### src/rtl/core/plrt_pkg.sv
package plrt_pkg;

    localparam int TABLE_DEPTH = 32;
    localparam int CNT_W       = $clog2(TABLE_DEPTH + 1);

    localparam logic [7:0] DFLT_ECHO_HI     = 8'd16;
    localparam logic [7:0] DFLT_ANN_LO      = 8'd4;
    localparam logic [7:0] DFLT_ANN_HI      = 8'd32;
    localparam logic [7:0] DFLT_ELEC_LO     = 8'd8;
    localparam logic [7:0] DFLT_ELEC_HI     = 8'd16;
    localparam logic [7:0] DFLT_DIE_HI      = 8'd8;
    localparam logic [7:0] ELECTION_MIN_LEN = 8'd6;

    localparam logic [2:0] DFLT_ECHO  = 3'd0;
    localparam logic [2:0] DFLT_ANN   = 3'd1;
    localparam logic [2:0] DFLT_ELEC  = 3'd2;
    localparam logic [2:0] DFLT_REKEY = 3'd3;
    localparam logic [2:0] DFLT_DIE   = 3'd4;

    typedef enum logic [0:0] {
        OP_VALIDATE = 1'b0,
        OP_REGISTER = 1'b1
    } t_opcode;

    typedef enum logic [1:0] {
        ST_OK      = 2'd0,
        ST_INVALID = 2'd1,
        ST_FULL    = 2'd2
    } t_status;

    typedef enum logic [2:0] {
        CFG_ECHO      = 3'd0,
        CFG_ANNOUNCE  = 3'd1,
        CFG_ELECTION  = 3'd2,
        CFG_REKEY     = 3'd3,
        CFG_DIE       = 3'd4,
        CFG_REKEY_LEN = 3'd5
    } t_cfg_idx;

    typedef enum logic [1:0] {
        K_VALIDATE = 2'd0,
        K_REGISTER = 2'd1,
        K_APPEND   = 2'd2
    } t_kind;

    typedef enum logic [2:0] {
        S_IDLE,
        S_LOAD,
        S_ISSUE,
        S_RUN,
        S_DELIVER
    } t_state;

    typedef struct packed {
        logic       opcode;
        logic [7:0] message_type;
        logic [7:0] payload_length;
        logic       payload_present;
        logic [7:0] rule_min;
        logic [7:0] rule_max;
        logic       rule_fixed;
    } t_in;

    typedef struct packed {
        logic [1:0]  status;
        logic [31:0] invalid_total;
    } t_out;

    typedef struct packed {
        logic [7:0] echo_type;
        logic [7:0] announce_type;
        logic [7:0] election_type;
        logic [7:0] rekey_type;
        logic [7:0] die_type;
        logic [7:0] rekey_length;
    } t_cfg;

    typedef struct packed {
        logic [7:0] mtype;
        logic [7:0] lo;
        logic [7:0] hi;
        logic       fixed;
    } t_entry;

    typedef struct packed {
        logic             valid;
        t_kind            kind;
        t_entry           rule;
        logic [7:0]       len;
        logic             present;
        logic [CNT_W-1:0] remaining;
        logic             found;
        logic             len_ok;
        logic             grow;
    } t_tok;

    function automatic t_entry default_rule(input logic [2:0] k, input t_cfg cfg);
        t_entry e;
        e = '0;
        unique case (k)
            DFLT_ECHO: begin
                e = '{mtype: cfg.echo_type, lo: 8'd0, hi: DFLT_ECHO_HI, fixed: 1'b0};
            end
            DFLT_ANN: begin
                e = '{mtype: cfg.announce_type, lo: DFLT_ANN_LO, hi: DFLT_ANN_HI,
                      fixed: 1'b0};
            end
            DFLT_ELEC: begin
                e = '{mtype: cfg.election_type, lo: DFLT_ELEC_LO, hi: DFLT_ELEC_HI,
                      fixed: 1'b0};
            end
            DFLT_REKEY: begin
                e = '{mtype: cfg.rekey_type, lo: cfg.rekey_length, hi: cfg.rekey_length,
                      fixed: 1'b1};
            end
            DFLT_DIE: begin
                e = '{mtype: cfg.die_type, lo: 8'd0, hi: DFLT_DIE_HI, fixed: 1'b0};
            end
            default: begin
                e = '0;
            end
        endcase
        return e;
    endfunction

endpackage

### src/rtl/core/plrt_cell.sv
module plrt_cell (
    input  logic          i_clk,
    input  logic          i_rst_n,
    input  plrt_pkg::t_tok i_tok,
    output plrt_pkg::t_tok o_tok
);
    import plrt_pkg::*;

    t_entry r_entry;
    t_entry n_entry;
    t_tok   r_tok;
    t_tok   n_tok;

    logic here;
    logic active;
    logic match;

    assign here   = (i_tok.remaining != '0);
    assign active = i_tok.valid && !i_tok.found;
    assign match  = here && (r_entry.mtype == i_tok.rule.mtype);

    always_comb begin
        n_tok   = i_tok;
        n_entry = r_entry;
        if (here) begin
            n_tok.remaining = i_tok.remaining - CNT_W'(1);
        end
        if (active) begin
            unique case (i_tok.kind)
                K_VALIDATE: begin
                    if (match) begin
                        n_tok.found = 1'b1;
                        if (r_entry.fixed) begin
                            n_tok.len_ok = (i_tok.len == r_entry.lo);
                        end else begin
                            n_tok.len_ok = (i_tok.len >= r_entry.lo) &&
                                           (i_tok.len <= r_entry.hi);
                        end
                    end
                end
                K_REGISTER: begin
                    if (match) begin
                        n_tok.found   = 1'b1;
                        n_entry.lo    = i_tok.rule.lo;
                        n_entry.hi    = i_tok.rule.hi;
                        n_entry.fixed = i_tok.rule.fixed;
                    end else if (!here) begin
                        n_tok.found = 1'b1;
                        n_tok.grow  = 1'b1;
                        n_entry     = i_tok.rule;
                    end
                end
                K_APPEND: begin
                    if (!here) begin
                        n_tok.found = 1'b1;
                        n_entry     = i_tok.rule;
                    end
                end
                default: begin
                    n_tok = i_tok;
                end
            endcase
        end
    end

    always_ff @(posedge i_clk) begin
        r_entry <= n_entry;
        if (!i_rst_n) begin
            r_tok <= '0;
        end else begin
            r_tok <= n_tok;
        end
    end

    assign o_tok = r_tok;

endmodule

### src/rtl/core/plrt_ctrl.sv
module plrt_ctrl (
    input  logic           i_clk,
    input  logic           i_rst_n,
    input  plrt_pkg::t_cfg i_cfg,
    input  logic           i_in_valid,
    output logic           o_in_ready,
    input  plrt_pkg::t_in  i_in_data,
    output logic           o_out_valid,
    input  logic           i_out_ready,
    output plrt_pkg::t_out o_out_data,
    output plrt_pkg::t_tok o_tok,
    input  plrt_pkg::t_tok i_tok
);
    import plrt_pkg::*;

    t_state           r_state;
    t_state           n_state;
    t_in              r_item;
    logic [CNT_W-1:0] r_count;
    logic             r_loaded;
    logic [2:0]       r_k;
    logic [31:0]      r_rejects;
    t_out             r_res;
    logic             r_out_valid;
    t_out             r_out;

    logic    in_fire;
    logic    table_full;
    logic    tail_done;
    logic    out_free;
    t_status end_status;

    assign in_fire    = i_in_valid && o_in_ready;
    assign table_full = (r_count >= CNT_W'(TABLE_DEPTH));
    assign tail_done  = i_tok.valid && (i_tok.kind != K_APPEND);
    assign out_free   = !r_out_valid || i_out_ready;

    always_comb begin
        end_status = ST_OK;
        if (i_tok.kind == K_VALIDATE && i_tok.found) begin
            if (!i_tok.len_ok) begin
                end_status = ST_INVALID;
            end else if (i_tok.rule.mtype == i_cfg.rekey_type) begin
                end_status = i_tok.present ? ST_OK : ST_INVALID;
            end else if (i_tok.rule.mtype == i_cfg.election_type) begin
                end_status = (i_tok.len >= ELECTION_MIN_LEN) ? ST_OK : ST_INVALID;
            end
        end
    end

    // next state
    always_comb begin
        n_state = r_state;
        unique case (r_state)
            S_IDLE: begin
                if (in_fire) begin
                    if (i_in_data.opcode == OP_REGISTER && table_full) begin
                        n_state = S_DELIVER;
                    end else if (i_in_data.opcode == OP_VALIDATE && !r_loaded) begin
                        n_state = S_LOAD;
                    end else begin
                        n_state = S_ISSUE;
                    end
                end
            end
            S_LOAD: begin
                if (r_k == DFLT_DIE) begin
                    n_state = S_ISSUE;
                end
            end
            S_ISSUE: begin
                n_state = S_RUN;
            end
            S_RUN: begin
                if (tail_done) begin
                    n_state = S_DELIVER;
                end
            end
            S_DELIVER: begin
                if (out_free) begin
                    n_state = S_IDLE;
                end
            end
            default: begin
                n_state = S_IDLE;
            end
        endcase
    end

    // outputs
    always_comb begin
        o_in_ready = 1'b0;
        o_tok      = '0;
        unique case (r_state)
            S_IDLE: begin
                o_in_ready = 1'b1;
            end
            S_LOAD: begin
                o_tok.valid     = !table_full;
                o_tok.kind      = K_APPEND;
                o_tok.rule      = default_rule(r_k, i_cfg);
                o_tok.remaining = r_count;
            end
            S_ISSUE: begin
                o_tok.valid      = 1'b1;
                o_tok.kind       = (r_item.opcode == OP_REGISTER) ? K_REGISTER : K_VALIDATE;
                o_tok.rule.mtype = r_item.message_type;
                o_tok.rule.lo    = r_item.rule_min;
                o_tok.rule.hi    = r_item.rule_max;
                o_tok.rule.fixed = r_item.rule_fixed;
                o_tok.len        = r_item.payload_length;
                o_tok.present    = r_item.payload_present;
                o_tok.remaining  = r_count;
            end
            S_RUN, S_DELIVER: begin
                o_tok = '0;
            end
            default: begin
                o_tok = '0;
            end
        endcase
    end

    always_ff @(posedge i_clk) begin
        if (in_fire) begin
            r_item <= i_in_data;
        end
        if (r_state == S_IDLE && in_fire) begin
            r_res <= '{status: ST_FULL, invalid_total: r_rejects};
        end else if (r_state == S_RUN && tail_done) begin
            r_res.status        <= end_status;
            r_res.invalid_total <= (end_status == ST_INVALID) ? r_rejects + 32'd1
                                                               : r_rejects;
        end
        if (r_state == S_DELIVER && out_free) begin
            r_out <= r_res;
        end
        if (!i_rst_n) begin
            r_state     <= S_IDLE;
            r_count     <= '0;
            r_loaded    <= 1'b0;
            r_k         <= '0;
            r_rejects   <= '0;
            r_out_valid <= 1'b0;
        end else begin
            r_state <= n_state;
            if (r_state == S_IDLE && in_fire && n_state == S_LOAD) begin
                r_loaded <= 1'b1;
                r_k      <= DFLT_ECHO;
            end
            if (r_state == S_LOAD) begin
                r_k <= r_k + 3'd1;
                if (!table_full) begin
                    r_count <= r_count + CNT_W'(1);
                end
            end
            if (r_state == S_RUN && tail_done) begin
                if (i_tok.grow) begin
                    r_count <= r_count + CNT_W'(1);
                end
                if (end_status == ST_INVALID) begin
                    r_rejects <= r_rejects + 32'd1;
                end
            end
            if (r_state == S_DELIVER && out_free) begin
                r_out_valid <= 1'b1;
            end else if (i_out_ready) begin
                r_out_valid <= 1'b0;
            end
        end
    end

    assign o_out_valid = r_out_valid;
    assign o_out_data  = r_out;

    a_count_bound: assert property (@(posedge i_clk) disable iff (!i_rst_n)
        r_count <= CNT_W'(TABLE_DEPTH))
        else $error("rule count past table depth");

    a_tail_in_run: assert property (@(posedge i_clk) disable iff (!i_rst_n)
        tail_done |-> r_state == S_RUN)
        else $error("transaction left the chain outside run");

    a_loaded_sticks: assert property (@(posedge i_clk) disable iff (!i_rst_n)
        !$fell(r_loaded))
        else $error("defaults flag cleared");

    a_grow_only_register: assert property (@(posedge i_clk) disable iff (!i_rst_n)
        (i_tok.valid && i_tok.grow) |-> i_tok.kind == K_REGISTER)
        else $error("table grew from a non-register transaction");

endmodule

### src/rtl/core/payload_length_rule_table.sv
// channel   | direction | handshake                  | payload
// ----------+-----------+----------------------------+----------------------------
// in        | input     | i_in_valid / o_in_ready    | i_in_data (t_in)
// out       | output    | o_out_valid / i_out_ready  | o_out_data (t_out)
// cfg       | input     | i_cfg_we, no wait          | i_cfg_idx, i_cfg_data
//
// a transaction walks the chain of TABLE_DEPTH rule cells, one cell a cycle; the first
// validate first loads the default rules into the table, and a register refused on a
// full table skips the chain and goes straight to delivery.
// reset is synchronous, active low; the rule cells hold garbage until written.
// a new transaction is taken while the previous result still waits in the output
// register; a stalled output only holds the controller in delivery.
module payload_length_rule_table (
    input  logic           i_clk,
    input  logic           i_rst_n,
    input  logic           i_in_valid,
    output logic           o_in_ready,
    input  plrt_pkg::t_in  i_in_data,
    output logic           o_out_valid,
    input  logic           i_out_ready,
    output plrt_pkg::t_out o_out_data,
    input  logic           i_cfg_we,
    input  logic [2:0]     i_cfg_idx,
    input  logic [7:0]     i_cfg_data
);
    import plrt_pkg::*;

    t_cfg r_cfg;
    t_tok w_tok [0:TABLE_DEPTH];

    always_ff @(posedge i_clk) begin
        if (!i_rst_n) begin
            r_cfg <= '{echo_type: 8'd0, announce_type: 8'd1, election_type: 8'd2,
                       rekey_type: 8'd3, die_type: 8'd4, rekey_length: 8'd48};
        end else if (i_cfg_we) begin
            unique case (i_cfg_idx)
                CFG_ECHO:      r_cfg.echo_type     <= i_cfg_data;
                CFG_ANNOUNCE:  r_cfg.announce_type <= i_cfg_data;
                CFG_ELECTION:  r_cfg.election_type <= i_cfg_data;
                CFG_REKEY:     r_cfg.rekey_type    <= i_cfg_data;
                CFG_DIE:       r_cfg.die_type      <= i_cfg_data;
                CFG_REKEY_LEN: r_cfg.rekey_length  <= i_cfg_data;
                default: begin
                    r_cfg <= r_cfg;
                end
            endcase
        end
    end

    plrt_ctrl u_ctrl (
        .i_clk       (i_clk),
        .i_rst_n     (i_rst_n),
        .i_cfg       (r_cfg),
        .i_in_valid  (i_in_valid),
        .o_in_ready  (o_in_ready),
        .i_in_data   (i_in_data),
        .o_out_valid (o_out_valid),
        .i_out_ready (i_out_ready),
        .o_out_data  (o_out_data),
        .o_tok       (w_tok[0]),
        .i_tok       (w_tok[TABLE_DEPTH])
    );

    for (genvar g = 0; g < TABLE_DEPTH; g++) begin : g_cell
        plrt_cell u_cell (
            .i_clk   (i_clk),
            .i_rst_n (i_rst_n),
            .i_tok   (w_tok[g]),
            .o_tok   (w_tok[g+1])
        );
    end

endmodule

### config.mk
export PLATFORM = sky130hd
export DESIGN_NAME = payload_length_rule_table
export DESIGN_NICKNAME = d
export VERILOG_FILES = /design/src/rtl/core/plrt_pkg.sv /design/src/rtl/core/plrt_cell.sv /design/src/rtl/core/plrt_ctrl.sv /design/src/rtl/core/payload_length_rule_table.sv
export SDC_FILE = /design/constraint.sdc
export NUM_CORES = 2
export LEC_CHECK = 0
export ABC_AREA = 1
export BUFFER_PORTS_ARGS = -buffer_cell sky130_fd_sc_hd__buf_2
export CORE_ASPECT_RATIO = 1.4
export CORE_MARGIN = 3
export CORE_UTILIZATION = 45
export DETAILED_ROUTE_END_ITERATION = 6
export PLACE_DENSITY_LB_ADDON = 0.1
export SYNTH_ARGS = -nofsm -noshare
export SYNTH_HDL_FRONTEND = slang
export SYNTH_SLANG_ARGS = --single-unit
### constraint.sdc
create_clock -name i_clk -period 8.04 [get_ports i_clk]
set_input_delay 0.804 -clock i_clk [delete_from_list [all_inputs] [get_ports i_clk]]
set_output_delay 0.804 -clock i_clk [all_outputs]
set_load 0.005 [all_outputs]
==> qor_table.md <==
| Stage | Item | Value |
|:---|:---|:---|
| yosys | Share of flip-flops with an asynchronous set or reset | 0% |
| worst hold path | Hold EP | u_ctrl.r_item[24] |
| setup path | Number of cells on the worst reg-to-reg path | 11 |
| clocking | Clock network latency to the later pin of the worst-skew pair | 0.88 ns |
| timing | Max-slew headroom at the worst pin | 14.6% |
| timing | Share of the cycle needed by the critical path after routing | 42.6% |
| timing | Finish-stage setup viols | 0 |
| floorplanning | Site row count | 206 |
| detailed routing | Number of vias in the routed layout | 70100 |
| timing | Fin. max-slew vios | 0 |
| clocking | Hold bufs inserted after CTS | 0 |
| setup path | Highest cell delay on the worst timing path | 0.96 ns |
| yosys | Average instance area after synthesis | 8.93 um^2 |
| timing | Setup clock skew after layout | 0.0506 ns |
| yosys | Mapped Nets | 12200 |
| setup path | Gate family responsible for the most delay along the worst path | simple AND/OR/NAND/NOR gates |
| run status | Result of the run | completed |
| clocking | Buffer count from post-CTS setup fixing | 0 |
| placement | Estimated wirelength of the detail-placed design | 151 mm |
| yosys | Most used flip-flop cell after synthesis | dfxtp_1 |
| setup path | Most frequent cell on the critical path | inv_1 |
| worst hold path | Worst hold path depth | 1 |
| yosys | Count of yosys warnings during synthesis | 0 |
| clocking | Number of H-tree levels | 4 |
| clocking | Number of resized instances in the post-cts repair step | 0 |
| timing | Setup repair after global routing missed its margin | false |
| setup path | Cells traversed along the worst timing path | inv_1 -> nand2_2 -> nand2_1 -> inv_1 -> nor2_1 -> inv_1 -> ha_1 -> nand2_1 -> nor2_2 -> nand2_2 -> nor3_1 |
| power and ir drop | Leak | 55.9 nW |
| setup path | Worst-path maximum fanout | 23 |
| detailed routing | DR DRC count | 0 |
| setup path | Class of the most critical setup path | flip-flop to flip-flop |
| floorplanning | Horizontal die dimension | 410 um |
| clocking | Clock buffer depth | 4 |
| yosys | Number of instances in the synthesized netlist | 11500 |
| clocking | Clock tree from TritonCTS | built |
| clocking | Clock sinks | 2445 |
| setup path | Worst flop-to-flop path startpoint | u_ctrl.r_state[1] |
| clocking | CTS clock-pin slew for the worst setup and hold paths | 0.06 ns |
| yosys | Fraction of the yosys area taken by sequential cells | 56.5% |
| floorplanning | I/O pin total | 87 |
| layout | Syn-to-layout area delta | 11.6% |
| clocking | Clock buffers created by TritonCTS | 243 |
| setup path | Reg2Reg Capture Point | g_cell[0].u_cell.r_entry[19] |
| placement | PortBufs | 86 |
| detailed routing | Number of vias per cell | 4.72 |
| setup path | Buffers plus inverters on the worst setup path | 3 |
| timing | Tightest Pin Transition | 1.27 ns |
| detailed routing | DR pass1 iterations | 6 |
| worst hold path | Beginning of the worst hold path | i_in_data[24] |
| global routing | Total global routing overflow | 0 |
| power and ir drop | Maximum resistive drop on vdd | 0.000206 V |
| floorplanning | Area of the core region | 226000 um^2 |
| timing | Fin crit period | 3.42 ns |
| floorplanning | Die Footprint | 234000 um^2 |
| timing | Total Neg Setup Slack | 0 ns |
| layout | Fraction of layout cells with a size suffix above 1 | 4.92% |
| setup path | Critical-path top delay cell | nor3_1 |
| layout | Total Nets Final | 12300 |
| detailed routing | Total Wirelength | 213 mm |
| global routing | Pin count of the biggest net entering global routing | 225 |
| detailed routing | Wirelength per Cell | 14.4 um |
| floorplanning | Initial core utilization | 45.4% |
| clocking | CTS Root Buffer Type | clkbuf_16 |
| yosys | Post-synthesis instance area | 103000 um^2 |
| global routing | Wire length of the first global-routing pass | 354 mm |
| power and ir drop | Tot Pwr | 0.0291 W |
| setup path | R2R Setup Slk | 4.62 ns |
| setup path | Critical Path RT | 8.51 ns |
| run | Maximum Capacitance Violations | 0 |
| detailed routing | DRC violation total after the first TritonRoute iteration | 3792 |
| timing | Final Hold Violating Endpoints | 0 |
| yosys | Flops & latches, synth | 2445 |
| yosys | Number of flops mapped to enable cells by yosys | 901 |
| floorplanning | Overall die height | 571 um |
| placement | Routability congestion estimate from global placement | 0.823 |
| global routing | Initial antenna violation count | 2 |
| power and ir drop | Power per standard cell area | 254 nW/um^2 |
| yosys | Distinct cell type count of the synthesized netlist | 46 |
| global routing | Gr usage total | 18.1% |
| setup path | Category of the worst setup path capture point | flip-flop |
| setup path | Sort of element at the start of the critical path | flip-flop |
| global routing | Vias in the first global route | 70900 |
| timing | Maximum clock frequency | 0.292 GHz |
| detailed routing | Post-route antenna net violation count | 0 |
| setup path | Arrival time of the worst setup path | 3.89 ns |
| worst hold path | Tightest Hold Check Type | input port to flip-flop |
[cell families after synthesis]
kind of cell	synth area share [%]
AO/OA/AOI/OAI	8.18
buffers and inverters	9.91
flip-flops	56.5
adder cells (fa/ha/maj)	8.27
XOR/XNOR	2.69
AND/OR/NAND/NOR	14.5
[cell type report]
type	instances	area, um^2
Fill cell	21300	111000
Sequential cell	2445	58000
Multi-Input combinational cell	6352	34700
Inverter	2408	9050
Clock buffer	330	6690
Tap cell	3016	3770
Clock inverter	117	1340
Timing Repair Buffer	160	1080
Antenna cell	1	2.50
[state kept, by name, summed over array words and instances, names as in the netlist]
| register | cells |
|---|---|
| u_ctrl.r_rejects | 32 |
| u_ctrl.r_loaded | 1 |
| u_ctrl.r_k | 3 |
| u_ctrl.o_out_valid | 1 |
| g_cell.u_cell.o_tok | 1448 |
| u_ctrl.r_state | 3 |
| u_ctrl.r_item | 35 |
| u_ctrl.o_out_data | 34 |
| u_ctrl.r_count | 6 |
| r_cfg | 48 |
| u_ctrl.r_res | 34 |
| g_cell.u_cell.r_entry | 800 |
[report_power, final]
group | internal (W) | switching, W
Sequential | 0.0135 | 0.000276
Clock | 0.00671 | 0.00474
Combinational | 0.00112 | 0.00278
[how the worst max path moves through the flow]
stage,end,cells after the start,startpoint,slack (ns)
final,g_cell[0].u_cell.r_entry[19],11,u_ctrl.r_state[1],4.62
after global routing,g_cell[0].u_cell.r_entry[20],11,u_ctrl.r_state[1],4.25
after global placement,g_cell[6].u_cell.o_tok[8],5,i_rst_n,4.51
after floorplan,u_ctrl.o_out_data[0],2,i_out_ready,4.35
after detailed placement,g_cell[6].u_cell.o_tok[8],5,i_rst_n,4.47
after CTS,g_cell[0].u_cell.r_entry[20],11,u_ctrl.r_state[1],4.64
[Yosys cell counts, types with 7 or more instances]
| cell | instances | area, um^2 |
|---|---|---|
| a211oi_1 | 24 | 180 |
| nand2_1 | 2576 | 9670 |
| nand4_1 | 17 | 106 |
| xor2_1 | 244 | 2140 |
| nor4_1 | 54 | 338 |
| nand3b_1 | 11 | 82.6 |
| nor3_1 | 140 | 701 |
| nand3_1 | 271 | 1360 |
| nor2_1 | 642 | 2410 |
| nand2_2 | 9 | 56.3 |
| or3_1 | 7 | 43.8 |
| dfxtp_1 | 1544 | 30900 |
| xnor2_1 | 71 | 622 |
| o211ai_1 | 53 | 398 |
| edfxtp_1 | 901 | 27100 |
| o21ai_0 | 929 | 4650 |
| o22ai_1 | 23 | 144 |
| a21oi_1 | 512 | 2560 |
| ha_1 | 679 | 8500 |
| inv_1 | 2398 | 9000 |
| buf_1 | 7 | 26.3 |
| clkbuf_1 | 272 | 1020 |
| a31oi_1 | 30 | 188 |
| o21ai_1 | 35 | 175 |
[metal layers]
| metal | vias to the layer above | track usage, % | part of all wire (%) |
|---|---|---|---|
| li1 | 36300 | - | - |
| met2 | 853 | 34.2 | 52 |
| met5 | - | 0 | 0.0033 |
| met1 | 32500 | 21.3 | 42 |
| met4 | 2 | 5.24 | 2.7 |
| met3 | 387 | 2.18 | 2.9 |
[placed cells by master (no fill, tap or decap), types with 27 or more instances in the layout]
master	instances
xor2_1	244
a31oi_1	30
inv_1	2398
buf_4	66
clkbuf_1	63
nor4_1	54
xnor2_1	71
bufinv_16	28
o211ai_1	53
nand3_1	271
clkinv_2	47
nor2_1	636
nand2_1	2575
o21ai_2	27
nor3_1	138
buf_2	85
clkinv_1	30
clkbuf_16	247
dfxtp_1	1544
o21ai_0	929
a21oi_1	512
ha_1	679
edfxtp_1	901
[metrics by stage]
| stage | area, um^2 | hold WS [ns] | utilization (%) | worst slack [ns] | std cells |
|---|---|---|---|---|---|
| floorplan | 103000 | 0.390 | - | 4.35 | 11500 |
| global placement | 107000 | 0.395 | 47.1 | 4.51 | 14400 |
| detailed placement | 107000 | 0.401 | 47.1 | 4.47 | 14400 |
| CTS | 115000 | 0.00946 | 50.7 | 4.64 | 14800 |
| global route | 115000 | 0.0362 | 50.7 | 4.25 | 14800 |
| finish | 115000 | 0.0943 | 50.7 | 4.62 | 14800 |
(Power assumes the default switching activity.)
